<file path="src/design/rounded_rect_clip_test_core_assert.svh">
// Assertion macros for the rounded rectangle clip test core.
`ifndef ROUNDED_RECT_CLIP_TEST_CORE_ASSERT_SVH
`define ROUNDED_RECT_CLIP_TEST_CORE_ASSERT_SVH
`ifndef NO_ASSERTIONS
`define RRCT_ASSERT_IMP(lbl, ck, rn, ante, cons) \
	lbl: assert property (@(posedge ck) disable iff (!rn) (ante) |-> (cons)) \
		else $error("rrct assertion failed");
`define RRCT_ASSERT_NXT(lbl, ck, rn, ante, cons) \
	lbl: assert property (@(posedge ck) disable iff (!rn) (ante) |=> (cons)) \
		else $error("rrct assertion failed");
`else
`define RRCT_ASSERT_IMP(lbl, ck, rn, ante, cons)
`define RRCT_ASSERT_NXT(lbl, ck, rn, ante, cons)
`endif
`endif

</file>
<file path="src/design/rrct_pkg.sv">
// Shared constants, types and register codes for the rounded rectangle clip test.
package rrct_pkg;

	localparam int COORD_BITS  = 16;
	localparam int FRAC_BITS   = 4;
	localparam int SIZE_BITS   = COORD_BITS - 1;
	localparam int RADIUS_BITS = COORD_BITS + FRAC_BITS;
	localparam int RAD_W       = RADIUS_BITS - 1;
	localparam int C_W         = RAD_W + 1;
	localparam int RR_W        = 2 * C_W;
	localparam int SUM_W       = RAD_W + 1;
	localparam int SCALE_W     = 17;
	localparam int QUOT_W      = SCALE_W - 1;
	localparam int DIV_STEPS   = QUOT_W;
	localparam int CNT_W       = $clog2(DIV_STEPS + 2);
	localparam int GEO_W       = COORD_BITS + FRAC_BITS + 4;

	localparam logic [SCALE_W-1:0] SCALE_ONE = SCALE_W'(1) << QUOT_W;

	localparam int N_CORNERS = 4;
	localparam int CORNER_W  = 2;
	localparam logic [CORNER_W-1:0] CORNER_TL   = CORNER_W'(0);
	localparam logic [CORNER_W-1:0] CORNER_TR   = CORNER_W'(1);
	localparam logic [CORNER_W-1:0] CORNER_BR   = CORNER_W'(2);
	localparam logic [CORNER_W-1:0] CORNER_BL   = CORNER_W'(3);
	localparam logic [CORNER_W-1:0] LAST_CORNER = CORNER_W'(N_CORNERS - 1);

	localparam int FIFO_DEPTH = 4;
	localparam int FIFO_AW    = $clog2(FIFO_DEPTH);
	localparam int FIFO_CW    = $clog2(FIFO_DEPTH + 1);

	localparam int APB_DW    = 32;
	localparam int REG_IDX_W = 3;
	localparam int PADDR_W   = REG_IDX_W + 2;

	localparam logic [REG_IDX_W-1:0] REG_RECT_LEFT   = REG_IDX_W'(0);
	localparam logic [REG_IDX_W-1:0] REG_RECT_TOP    = REG_IDX_W'(1);
	localparam logic [REG_IDX_W-1:0] REG_RECT_WIDTH  = REG_IDX_W'(2);
	localparam logic [REG_IDX_W-1:0] REG_RECT_HEIGHT = REG_IDX_W'(3);
	localparam logic [REG_IDX_W-1:0] REG_RAD_TL      = REG_IDX_W'(4);
	localparam logic [REG_IDX_W-1:0] REG_RAD_TR      = REG_IDX_W'(5);
	localparam logic [REG_IDX_W-1:0] REG_RAD_BR      = REG_IDX_W'(6);
	localparam logic [REG_IDX_W-1:0] REG_RAD_BL      = REG_IDX_W'(7);

	typedef logic signed [GEO_W-1:0] geo_coord_t;

	localparam geo_coord_t GEO_HALF = geo_coord_t'(1) << FRAC_BITS;

	typedef struct packed {
		geo_coord_t lq;
		geo_coord_t rq;
		geo_coord_t tq;
		geo_coord_t bq;
		geo_coord_t c0x;
		geo_coord_t c0y;
		geo_coord_t c1x;
		geo_coord_t c1y;
		geo_coord_t c2x;
		geo_coord_t c2y;
		geo_coord_t c3x;
		geo_coord_t c3y;
	} geo_t;

	typedef logic [N_CORNERS-1:0][RR_W-1:0]  rr_arr_t;
	typedef logic [N_CORNERS-1:0][RAD_W-1:0] rad_arr_t;

	typedef enum logic [1:0] {
		KIND_OUTSIDE,
		KIND_INSIDE,
		KIND_ARC
	} item_kind_t;

	typedef struct packed {
		item_kind_t          kind;
		logic [CORNER_W-1:0] corner;
		logic [C_W-1:0]      dx;
		logic [C_W-1:0]      dy;
	} fifo_entry_t;

	typedef enum logic [2:0] {
		PS_IDLE,
		PS_DIV,
		PS_MUL,
		PS_SQ,
		PS_GEO
	} prep_state_t;

endpackage

</file>
<file path="src/design/rrct_fifo.sv">
// Short queue of classified items between front and back.
module rrct_fifo import rrct_pkg::*; (
	input  logic        clk,
	input  logic        arst_n,
	input  logic        push,
	input  fifo_entry_t wdata,
	input  logic        pop,
	output fifo_entry_t rdata,
	output logic        empty,
	output logic        full
);

	fifo_entry_t        mem_q [FIFO_DEPTH];
	logic [FIFO_AW-1:0] wr_ptr_q, rd_ptr_q;
	logic [FIFO_CW-1:0] cnt_q;

	always_ff @(posedge clk or negedge arst_n) begin
		if (!arst_n) begin
			wr_ptr_q <= '0;
			rd_ptr_q <= '0;
			cnt_q    <= '0;
		end else begin
			if (push)
				wr_ptr_q <= (wr_ptr_q == FIFO_AW'(FIFO_DEPTH - 1)) ? '0 : wr_ptr_q + FIFO_AW'(1);
			if (pop)
				rd_ptr_q <= (rd_ptr_q == FIFO_AW'(FIFO_DEPTH - 1)) ? '0 : rd_ptr_q + FIFO_AW'(1);
			if (push && !pop)
				cnt_q <= cnt_q + FIFO_CW'(1);
			else if (pop && !push)
				cnt_q <= cnt_q - FIFO_CW'(1);
		end
	end

	always_ff @(posedge clk) begin
		if (push)
			mem_q[wr_ptr_q] <= wdata;
	end

	assign rdata = mem_q[rd_ptr_q];
	assign empty = cnt_q == '0;
	assign full  = cnt_q == FIFO_CW'(FIFO_DEPTH);

endmodule

</file>
<file path="config.mk">
export PLATFORM = sky130hd
export DESIGN_NAME = rrct_fifo
export DESIGN_NICKNAME = d
export VERILOG_FILES = /design/src/design/rounded_rect_clip_test_core_assert.svh /design/src/design/rrct_pkg.sv /design/src/design/rrct_fifo.sv
export SDC_FILE = /design/constraint.sdc
export NUM_CORES = 1
export LEC_CHECK = 0
export ABC_AREA = 1
export ABC_CLOCK_PERIOD_IN_PS = 2100
export BUFFER_PORTS_ARGS = -buffer_cell sky130_fd_sc_hd__buf_2
export CAP_MARGIN = 30
export CORE_ASPECT_RATIO = 1.25
export CORE_MARGIN = 2
export CORE_UTILIZATION = 55
export DETAILED_ROUTE_END_ITERATION = 8
export PLACE_DENSITY = 0.76
export SYNTH_ARGS = -nofsm -noshare
export SYNTH_HDL_FRONTEND = slang
export SYNTH_SLANG_ARGS = --single-unit
</file>
<file path="constraint.sdc">
create_clock -name clk -period 2.1 [get_ports clk]
set_input_delay 0.21 -clock clk [delete_from_list [all_inputs] [get_ports clk]]
set_output_delay 0.21 -clock clk [all_outputs]
set_load 0.02 [all_outputs]
</file>
==> metrics.yaml, run 1 <==
cells_and_area:
  stdcell_count: 872
  antenna_cells: 0
  fill_cells: 965
  fin_nets: 744
  mostFrequentLayoutCells: "176 x edfxtp_1, 147 x nand2_1, 95 x inv_1, 93 x buf_2, 88 x o211ai_1"
  final_common_cell: "edfxtp_1"
  layout-drive-gt1-share: 0.204
  syn2layout_area_growth_pct: 20.2
grt:
  grt_busiest_layer: "met2"
  track_usage: 0.201
  overflow: 0
  grt_pass1_wl_um: 22100
  grt_max_degree: 121
  met3_usage: 0.0462
  grt_pass1_vias: 4489
  grtUsageMet2: 0.346
  antenna_found_initial: 0
  grtUsageMet1: 0.253
critical_path:
  worstPathRequired_ps: 1890
  crit_path_end_kind: "output pin"
  worstSetupPathType: "flip-flop to output pin"
  path_max_fanout: 45
  cp_data_arrival_time_ps: 1780
  start_kind: "flip-flop"
detailed_routing:
  dr.pass1.iters: 7
  drt-vias-per-instance: 5.26
  initialDrtViolationCount: 234
  wire_per_inst_um: 16.4
  num_vias: 4590
  drt-total-wl_um: 14300
  ant_nets: 0
  drc: 0
timing:
  fin_worst_skew_ps: 6.47
  drv_slew: 0
  rsz0062_at_grt: "no"
  timing.final.crit_share: 0.946
  max_freq_mhz: 503
  timing.setup.tns_ps: 0
  final_hold_viol_count: 0
  setup_viol: 0
  slew_headroom: 0.616
  tightest_slew_ps: 576
  min_period_ps: 1990
synth:
  synthesis.area_um2: 7440
  synth_seq_area_share: 0.734
  synth_seq_cells: 183
  ys_types: 17
  postSynthAreaPerCell_um2: 13.2
  yosysWarnings: 0
  synth_nets: 620
  netlist_instances: 565
cts:
  cts_setup_buffers: 0
  clockBufferDepth: 2
  path_clk_slew_ps: 70
  htree_levels: 4
  cts_sinks: 183
  root_buffer: "clkbuf_16"
  tritoncts: "done"
  numCtsBuffers: 17
  clk_latency_ps: 420
power:
  pwr-share-seq: 0.399
  power.density_nw_per_um2: 1360
  pwr-share-clk: 0.263
  p_sw_frac: 0.354
  p_int_mw: 7.89
  power.switching_mw: 4.32
  power_frac_comb: 0.338
  vdd_drop_max_uv: 854
  p_leak_nw: 3.70
outcome:
  outcome: "finished clean"
run:
  cap_viol_max_count: 0
die:
  row_count: 47
  chipWidth_um: 108
  die_height_um: 134
  core_um2: 13200
  die_area_um2: 14500
  start_util: 0.562
  top_level_ports: 94
placed_design:
  dp_hpwl_um: 8060
  port_buffers: 93
  gp_congestion: 0.712
  dp.cells: 813
hold_path:
  hp-class: "input pin to flip-flop"
[sequential cells by signal, summed over array words and instances, names as in the netlist]
name / cells
wr_ptr_q: 2
rd_ptr_q: 2
cnt_q: 3
mem_q: 176
[cells in the mapped netlist]
| cell | number | area, um^2 |
|---|---|---|
| o21ai_0 | 4 | 20.0 |
| inv_1 | 99 | 372 |
| buf_2 | 9 | 45.0 |
| edfxtp_1 | 176 | 5290 |
| xnor2_1 | 1 | 8.76 |
| buf_6 | 12 | 135 |
| nand4_1 | 1 | 6.26 |
| o211ai_1 | 88 | 661 |
| fa_1 | 1 | 20.0 |
| nor2_1 | 2 | 7.51 |
| nand2_1 | 147 | 552 |
| buf_4 | 7 | 52.6 |
| nand3_1 | 1 | 5.00 |
| nor3_1 | 2 | 10.0 |
| ha_1 | 6 | 75.1 |
| dfrtp_1 | 7 | 175 |
| inv_2 | 2 | 7.51 |
[critical path, cell delays in order, from the launching register on]
cell      delay, ps
dfrtp_2         370
buf_4           490
o211ai_1        190
nand2_1         140
buf_2           170
[metrics by stage]
step	hold WS, ps	cell area, um^2	utilization	power, mW	worst slack, ps
final	14.8	8940	0.676	12.2	113
after global routing	0.131	8940	0.676	12.8	16.8
after CTS	1.87	8910	0.673	12.2	24.9
after detailed placement	64.6	8040	0.608	8.99	488
after global placement	57.3	8040	0.608	8.85	564
after floorplan	-85.6	7440	-	7.80	179
[path summary, 6_finish.rpt]
| kind | start | to | slack, ps | cells past startpoint |
|---|---|---|---|---|
| worst max-delay path | rd_ptr_q[1] | rdata[39] | 110 | 4 |
| worst min-delay path | wdata[15] | mem_q[1][15] | 10 | 1 |
| worst min register to register | cnt_q[2] | cnt_q[2] | 520 | 2 |
| worst max register to register | wr_ptr_q[0] | mem_q[2][10] | 570 | 5 |
| min in group asynchronous | arst_n | cnt_q[2] | 170 | 2 |
| max in group asynchronous | arst_n | rd_ptr_q[1] | 1740 | 2 |
[area by class of cell]
class | count | area (um^2) | share of cell area
Sequential cell | 183 | 5460 | 0.611
Clock inverter | 14 | 174 | 0.0194
Tap cell | 171 | 214 | 0.0239
Inverter | 101 | 382 | 0.0427
Multi-Input combinational cell | 253 | 1370 | 0.153
Clock buffer | 17 | 425 | 0.0476
Timing Repair Buffer | 133 | 921 | 0.103
[power by group through the flow]
| stage | Sequential (mW) | Combinational (mW) | Clock [mW] |
|---|---|---|---|
| 6_report | 4.87 | 4.12 | 3.21 |
| 5_1_grt | 4.92 | 4.50 | 3.41 |
| 4_1_cts | 4.88 | 4.09 | 3.26 |
| 3_5_place_dp | 4.95 | 4.04 | 0 |
| 3_3_place_gp | 4.91 | 3.93 | 0 |
| 2_1_floorplan | 4.91 | 2.89 | 0 |
[kinds of logic after synthesis]
| logic type | Yosys count | share of synthesized area |
|---|---|---|
| DFF | 183 | 0.734 |
| and+or+nand+nor | 153 | 0.0781 |
| buffers and inverters | 129 | 0.0823 |
| AOI/OAI and AO/OA | 92 | 0.0915 |
| adders and majority gates | 7 | 0.0128 |
| xor gates and xnor gates | 1 | 0.00118 |
[what timing repair did]
item | 4_1_cts | 5_1_grt
hold buffers | 27 | 0
setup endpoints to repair | 0 | 30
gates resized for setup | 0 | 1
hold endpoints to repair | 104 | 0
[per-layer routing]
layer / share of wire / vias up
met1: 0.41 / 2230
li1: - / 2221
met5: 0 / -
met4: 0.014 / 0
met3: 0.046 / 22
met2: 0.53 / 117
No activity file was read; power rests on OpenSTA's default activity.
==> run 2, diff against run 1 <==
--- a/config.mk
+++ b/config.mk
@@ -7,13 +7,15 @@
 export LEC_CHECK = 0
 export ABC_AREA = 1
 export ABC_CLOCK_PERIOD_IN_PS = 2100
-export BUFFER_PORTS_ARGS = -buffer_cell sky130_fd_sc_hd__buf_2
+export BUFFER_PORTS_ARGS = -buffer_cell sky130_fd_sc_hd__buf_4
 export CAP_MARGIN = 30
+export CELL_PAD_IN_SITES_DETAIL_PLACEMENT = 0
+export CELL_PAD_IN_SITES_GLOBAL_PLACEMENT = 1
 export CORE_ASPECT_RATIO = 1.25
 export CORE_MARGIN = 2
-export CORE_UTILIZATION = 55
+export CORE_UTILIZATION = 47
 export DETAILED_ROUTE_END_ITERATION = 8
-export PLACE_DENSITY = 0.76
+export PLACE_DENSITY_LB_ADDON = 0.1
 export SYNTH_ARGS = -nofsm -noshare
 export SYNTH_HDL_FRONTEND = slang
 export SYNTH_SLANG_ARGS = --single-unit
==> run 2 against run 1 <==
- final cell count up 7.6%
- first-iteration DRC count down 7.7%
- power up 4.7%
- routed wire length up 1.0%
- worst setup slack better by 20 ps
- hold slack better by 36 ps
- final area up 6.5%
- largest cell class unchanged
==> metrics.yaml, run 2 (synthesis results as in run 1) <==
timing:
  final_hold_viol_count: 0  # unchanged
  hold_ws_ps: 50.9  # was 14.8 ps
  drv_slew: 0  # unchanged
  min_period_ps: 1970  # was 1990 ps
  timing.setup.tns_ps: 0  # unchanged
  tightest_slew_ps: 426  # was 576 ps
  slew_headroom: 0.716  # was 0.616
  timing.final.crit_share: 0.937  # was 0.946
  max_freq_mhz: 508  # was 503 MHz
  fin_worst_skew_ps: 6.79  # was 6.47 ps
  setup_viol: 0  # unchanged
critical_path:
  path_max_fanout: 63  # was 45
  worstSetupPathType: "flip-flop to output pin"  # unchanged
  worstPathRequired_ps: 1890  # about the same
  start_kind: "flip-flop"  # unchanged
  reg2reg_slack_ps: 540  # was 570 ps
  cp_data_arrival_time_ps: 1760  # was 1780 ps
  crit_path_end_kind: "output pin"  # unchanged
die:
  die_height_um: 145  # was 134 um
  top_level_ports: 94  # unchanged
  core_um2: 15500  # was 13200 um^2
  die_area_um2: 16900  # was 14500 um^2
  start_util: 0.480  # was 0.562
  chipWidth_um: 117  # was 108 um
  row_count: 51  # was 47
power:
  vdd_drop_max_uv: 633  # was 854 uV
  power.total_mw: 12.8  # was 12.2 mW
  p_leak_nw: 3.89  # was 3.70 nW
  power.density_nw_per_um2: 1340  # was 1360 nW/um^2
cells_and_area:
  fin_nets: 768  # was 744
  mostFrequentLayoutCells: "176 x edfxtp_1, 147 x nand2_1, 101 x buf_4, 95 x inv_1, 88 x o211ai_1"  # was 176 x edfxtp_1, 147 x nand2_1, 95 x inv_1, 93 x buf_2, 88 x o211ai_1
  top_register: "mem_q"  # unchanged
  antenna_cells: 0  # unchanged
  multiInputGateArea_um2: 1370  # unchanged
  fill_cells: 1225  # was 965
  syn2layout_area_growth_pct: 28.0  # was 20.2%
  layout-drive-gt1-share: 0.202  # was 0.204
  final_common_cell: "edfxtp_1"  # unchanged
  top_regs: "mem_q (176), cnt_q (3)"  # unchanged
  register_area_um2: 5460  # unchanged
  largest_reg_flops: 176  # unchanged
detailed_routing:
  ant_nets: 0  # unchanged
  dr.pass1.iters: 4  # was 7
  route.met2.wl_um: 7380  # was 7510 um
  initialDrtViolationCount: 216  # was 234
  drt-met1-wl_um: 6150  # was 5900 um
  dr_wl_met3_um: 640  # was 661 um
  drt-vias-per-instance: 4.86  # was 5.26
  drc: 0  # unchanged
  routed.top_layer: "met4"  # unchanged
  num_vias: 4560  # was 4590
  wire_per_inst_um: 15.4  # was 16.4 um
  drt-total-wl_um: 14400  # was 14300 um
cts:
  numCtsBuffers: 17  # unchanged
  tritoncts: "done"  # unchanged
  clk_latency_ps: 430  # was 420 ps
  clockBufferDepth: 2  # unchanged
  htree_levels: 4  # unchanged
  path_clk_slew_ps: 60  # was 70 ps
  root_buffer: "clkbuf_16"  # unchanged
  cts_sinks: 183  # unchanged
  cts_setup_buffers: 0  # unchanged
grt:
  grt_pass1_vias: 4390  # was 4489
  track_usage: 0.179  # was 0.201
  overflow: 0  # unchanged
  grt_pass1_wl_um: 22300  # was 22100 um
  grt_max_degree: 76  # was 121
  antenna_found_initial: 0  # unchanged
outcome:
  outcome: "finished clean"  # unchanged
placed_design:
  dp_hpwl_um: 8520  # was 8060 um
  gp_congestion: 0.704  # was 0.712
  port_buffers: 93  # unchanged
hold_path:
  hp-class: "input pin to flip-flop"  # unchanged
run:
  cap_viol_max_count: 0  # unchanged
==> run 2: cell types whose count changed in the layout (fill, tap and decap cells not counted), moves of 2 or more <==
cell,previous run,this run
buf_2,93,0
dlygate4sd3_1,27,46
clkinvlp_4,2,4
inv_6,3,1
buf_12,4,6
buf_4,7,101
==> run 2: timing repair <==
action,CTS,global route
endpoints found under the hold margin,185,0
pin swaps,0,0
endpoints found under the setup margin,5,7
hold buffers,46,0
cloned,0,1
gates resized for setup,1,4
==> run 2: layout make-up <==
class | count | share of cell area
Clock buffer | 18 | 0.0451
Tap cell | 212 | 0.0279
Timing Repair Buffer | 157 | 0.151
Multi-Input combinational cell | 253 | 0.143
Inverter | 101 | 0.0403
Sequential cell | 183 | 0.574
Clock inverter | 14 | 0.0191
==> run 2: where the power goes <==
group,switching [mW],internal [mW]
Sequential,0.221,4.68
Clock,1.30,1.98
Combinational,2.81,1.78
Total,4.33,8.44
==> run 2: worst max-delay path, stage by stage, from the launching register on <==
cell	delay, ps
dfrtp_1	420
clkinv_4	170
buf_16	230
o211ai_1	220
nand2_1	80
buf_4	160
==> run 2: final timing paths <==
kind                              from            to  cells past startpoint
max                        rd_ptr_q[0]     rdata[15]                      5
min                               push   wr_ptr_q[0]                      2
max reg2reg                wr_ptr_q[0]  mem_q[0][18]                      5
min reg2reg                   cnt_q[2]      cnt_q[2]                      2
max in group asynchronous       arst_n   rd_ptr_q[1]                      2
min in group asynchronous       arst_n   wr_ptr_q[1]                      2
==> run 2: through the flow <==
step	util	cell area (um^2)	setup WS (ps)	std cells
floorplan	-	7440	179	565
global placement	0.542	8400	457	859
detailed placement	0.542	8400	435	859
CTS	0.611	9470	67.7	937
global route	0.614	9520	-3.88	938
finish	0.614	9520	133	938
==> run 2: per-layer routing <==
layer,up-vias,global-route usage
met5,-,0
met4,0,0.0721
met3,20,0.0453
met2,107,0.302
met1,2177,0.221
li1,2256,-
==> run 3, diff against run 2 <==
==> constraint.sdc (replaced) <==
create_clock -name clk -period 2.1 [get_ports clk]
set_input_delay 0.21 -clock clk [delete_from_list [all_inputs] [get_ports clk]]
set_output_delay 0.21 -clock clk [all_outputs]
set_load 0.05 [all_outputs]
==> run 3 against run 2 <==
- core utilization fell by 1.2 points
- via count fell by 1.6%
- sequential share of layout area rose by 1.2 points
- final cell count fell by 0.75%
- flip-flop and latch count did not move
- routed wire length fell by 2.3%
- fmax barely moved
- first-iteration DRC count fell by 6.0%
- critical path depth rose by 1
- highest routed layer unchanged
==> metrics.yaml, run 3 (synthesis results as in run 1) <==
outcome:
  outcome: "finished clean"  # unchanged
timing:
  max_freq_mhz: 508  # about the same
  tightest_slew_ps: 428  # was 426 ps
  slew_headroom: 0.714  # was 0.716
  hold_ws_ps: 75.3  # was 50.9 ps
  drv_slew: 0  # unchanged
  setup_viol: 0  # unchanged
  fin_worst_skew_ps: 4.92  # was 6.79 ps
  timing.final.crit_share: 0.937  # about the same
  min_period_ps: 1970  # about the same
  final_hold_viol_count: 0  # unchanged
  timing.final.ws_setup_ps: 131  # was 133 ps
cells_and_area:
  final_common_cell: "edfxtp_1"  # unchanged
  multiInputGateArea_um2: 1370  # unchanged
  fin_nets: 765  # was 768
  register_area_um2: 5460  # unchanged
  top_regs: "mem_q (176), cnt_q (3)"  # unchanged
  layout-drive-gt1-share: 0.189  # was 0.202
  fill_cells: 1242  # was 1225
  top_register: "mem_q"  # unchanged
  mostFrequentLayoutCells: "176 x edfxtp_1, 147 x nand2_1, 100 x buf_4, 95 x inv_1, 88 x o211ai_1"  # was 176 x edfxtp_1, 147 x nand2_1, 101 x buf_4, 95 x inv_1, 88 x o211ai_1
  syn2layout_area_growth_pct: 25.5  # was 28.0%
  largest_reg_flops: 176  # unchanged
  antenna_cells: 0  # unchanged
  post-route-util: 0.602  # was 0.614
cts:
  root_buffer: "clkbuf_16"  # unchanged
  clk_latency_ps: 410  # was 430 ps
  numCtsBuffers: 17  # unchanged
  clockBufferDepth: 2  # unchanged
  cts_setup_buffers: 0  # unchanged
  htree_levels: 4  # unchanged
  cts_sinks: 183  # unchanged
  tritoncts: "done"  # unchanged
  path_clk_slew_ps: 60  # about the same
die:
  die_height_um: 145  # unchanged
  top_level_ports: 94  # unchanged
  row_count: 51  # unchanged
  die_area_um2: 16900  # unchanged
  core_um2: 15500  # unchanged
  start_util: 0.480  # unchanged
  chipWidth_um: 117  # unchanged
critical_path:
  max_stage_delay_ps: 420  # about the same
  timing.rr.start: "wr_ptr_q[0]"  # unchanged
  crit_top_cell: "nand2_1"
  worstSetupPathType: "flip-flop to output pin"  # unchanged
  r2r-end: "mem_q[2][13]"  # was mem_q[0][18]
  cp_slowest_cell: "dfrtp_1"  # unchanged
  cp_data_arrival_time_ps: 1760  # about the same
  worstPathRequired_ps: 1890  # about the same
  ff2ff_path_depth: 5  # unchanged
  startpoint: "rd_ptr_q[0]"  # unchanged
  crit_path_end_kind: "output pin"  # unchanged
  path_max_fanout: 76  # was 63
  path_buf_inv: 3  # unchanged
  reg2reg_slack_ps: 570  # was 540 ps
  cp_cell_sequence: "inv_4 > buf_16 > nand2_1 > o211ai_1 > nand2_1 > buf_4"  # was clkinv_4 > buf_16 > o211ai_1 > nand2_1 > buf_4
  start_kind: "flip-flop"  # unchanged
  cp_top_family: "buffers and inverters"  # unchanged
hold_path:
  whs_endpoint: "wr_ptr_q[0]"  # unchanged
  hp-class: "input pin to flip-flop"  # unchanged
  holdPathStages: 2  # unchanged
  holdCritStartpoint: "push"  # unchanged
grt:
  antenna_found_initial: 0  # unchanged
  met3_usage: 0.0415  # was 0.0453
  grt_pass1_wl_um: 21800  # was 22300 um
  grtUsageMet2: 0.300  # was 0.302
  grtUsageMet1: 0.219  # was 0.221
  track_usage: 0.174  # was 0.179
  overflow: 0  # unchanged
  grt_max_degree: 102  # was 76
  grt_pass1_vias: 4326  # was 4390
  grt_busiest_layer: "met2"  # unchanged
detailed_routing:
  drt-total-wl_um: 14100  # was 14400 um
  drc: 0  # unchanged
  initialDrtViolationCount: 203  # was 216
  num_vias: 4489  # was 4560
  dr.pass1.iters: 4  # unchanged
  ant_nets: 0  # unchanged
  wire_per_inst_um: 15.1  # was 15.4 um
  drt-vias-per-instance: 4.82  # was 4.86
placed_design:
  gp_congestion: 0.714  # was 0.704
  dp_hpwl_um: 8190  # was 8520 um
  port_buffers: 93  # unchanged
  place_ws_ps: 531  # was 435 ps
power:
  vdd_drop_max_uv: 799  # was 633 uV
  power.total_mw: 13.4  # was 12.8 mW
  p_leak_nw: 3.81  # was 3.89 nW
  power.density_nw_per_um2: 1440  # was 1340 nW/um^2
run:
  cap_viol_max_count: 0  # unchanged
run 3: worst max path at each step:
stage	endpoint	slack, ps	cells past startpoint
global placement	rdata[42]	540	6
detailed placement	rdata[42]	530	6
CTS	rdata[24]	70	6
floorplan	mem_q[2][0]	180	4
finish	rdata[12]	130	6
global route	rdata[39]	-2	6
run 3: per-stage QoR:
step	instance area [um^2]	cells	setup TNS, ps
5_1_grt	9330	931	-1.85
3_3_place_gp	8350	856	0
3_5_place_dp	8350	856	0
6_report	9330	931	0
2_1_floorplan	7440	565	0
4_1_cts	9290	930	0
run 3: cell type report:
cell class / instances / share of cell area
inverters: 101 / 0.0409
repair buffers: 154 / 0.148
well taps: 212 / 0.0284
flip-flops and latches: 183 / 0.585
multi-input cells: 253 / 0.146
clock inverters: 6 / 0.00349
clock buffers: 22 / 0.0476
run 3: what timing repair did:
action	4_1_cts	5_1_grt
hold endpoints to repair	184	0
endpoints found under the setup margin	0	18
resized for setup	0	3
hold buffers	46	0
run 3: routing by layer:
layer | share of wire | up-vias
met5 | 0 | -
met3 | 0.036 | 16
met1 | 0.44 | 2133
li1 | - | 2245
met2 | 0.52 | 95
met4 | 0.011 | 0
run 3: power by group:
group	total, mW	leakage (nW)	switching (mW)	internal (mW)
clock network	2.65	0.227	1.18	1.47
logic	5.94	1.88	4.20	1.75
registers	4.85	1.70	0.169	4.69
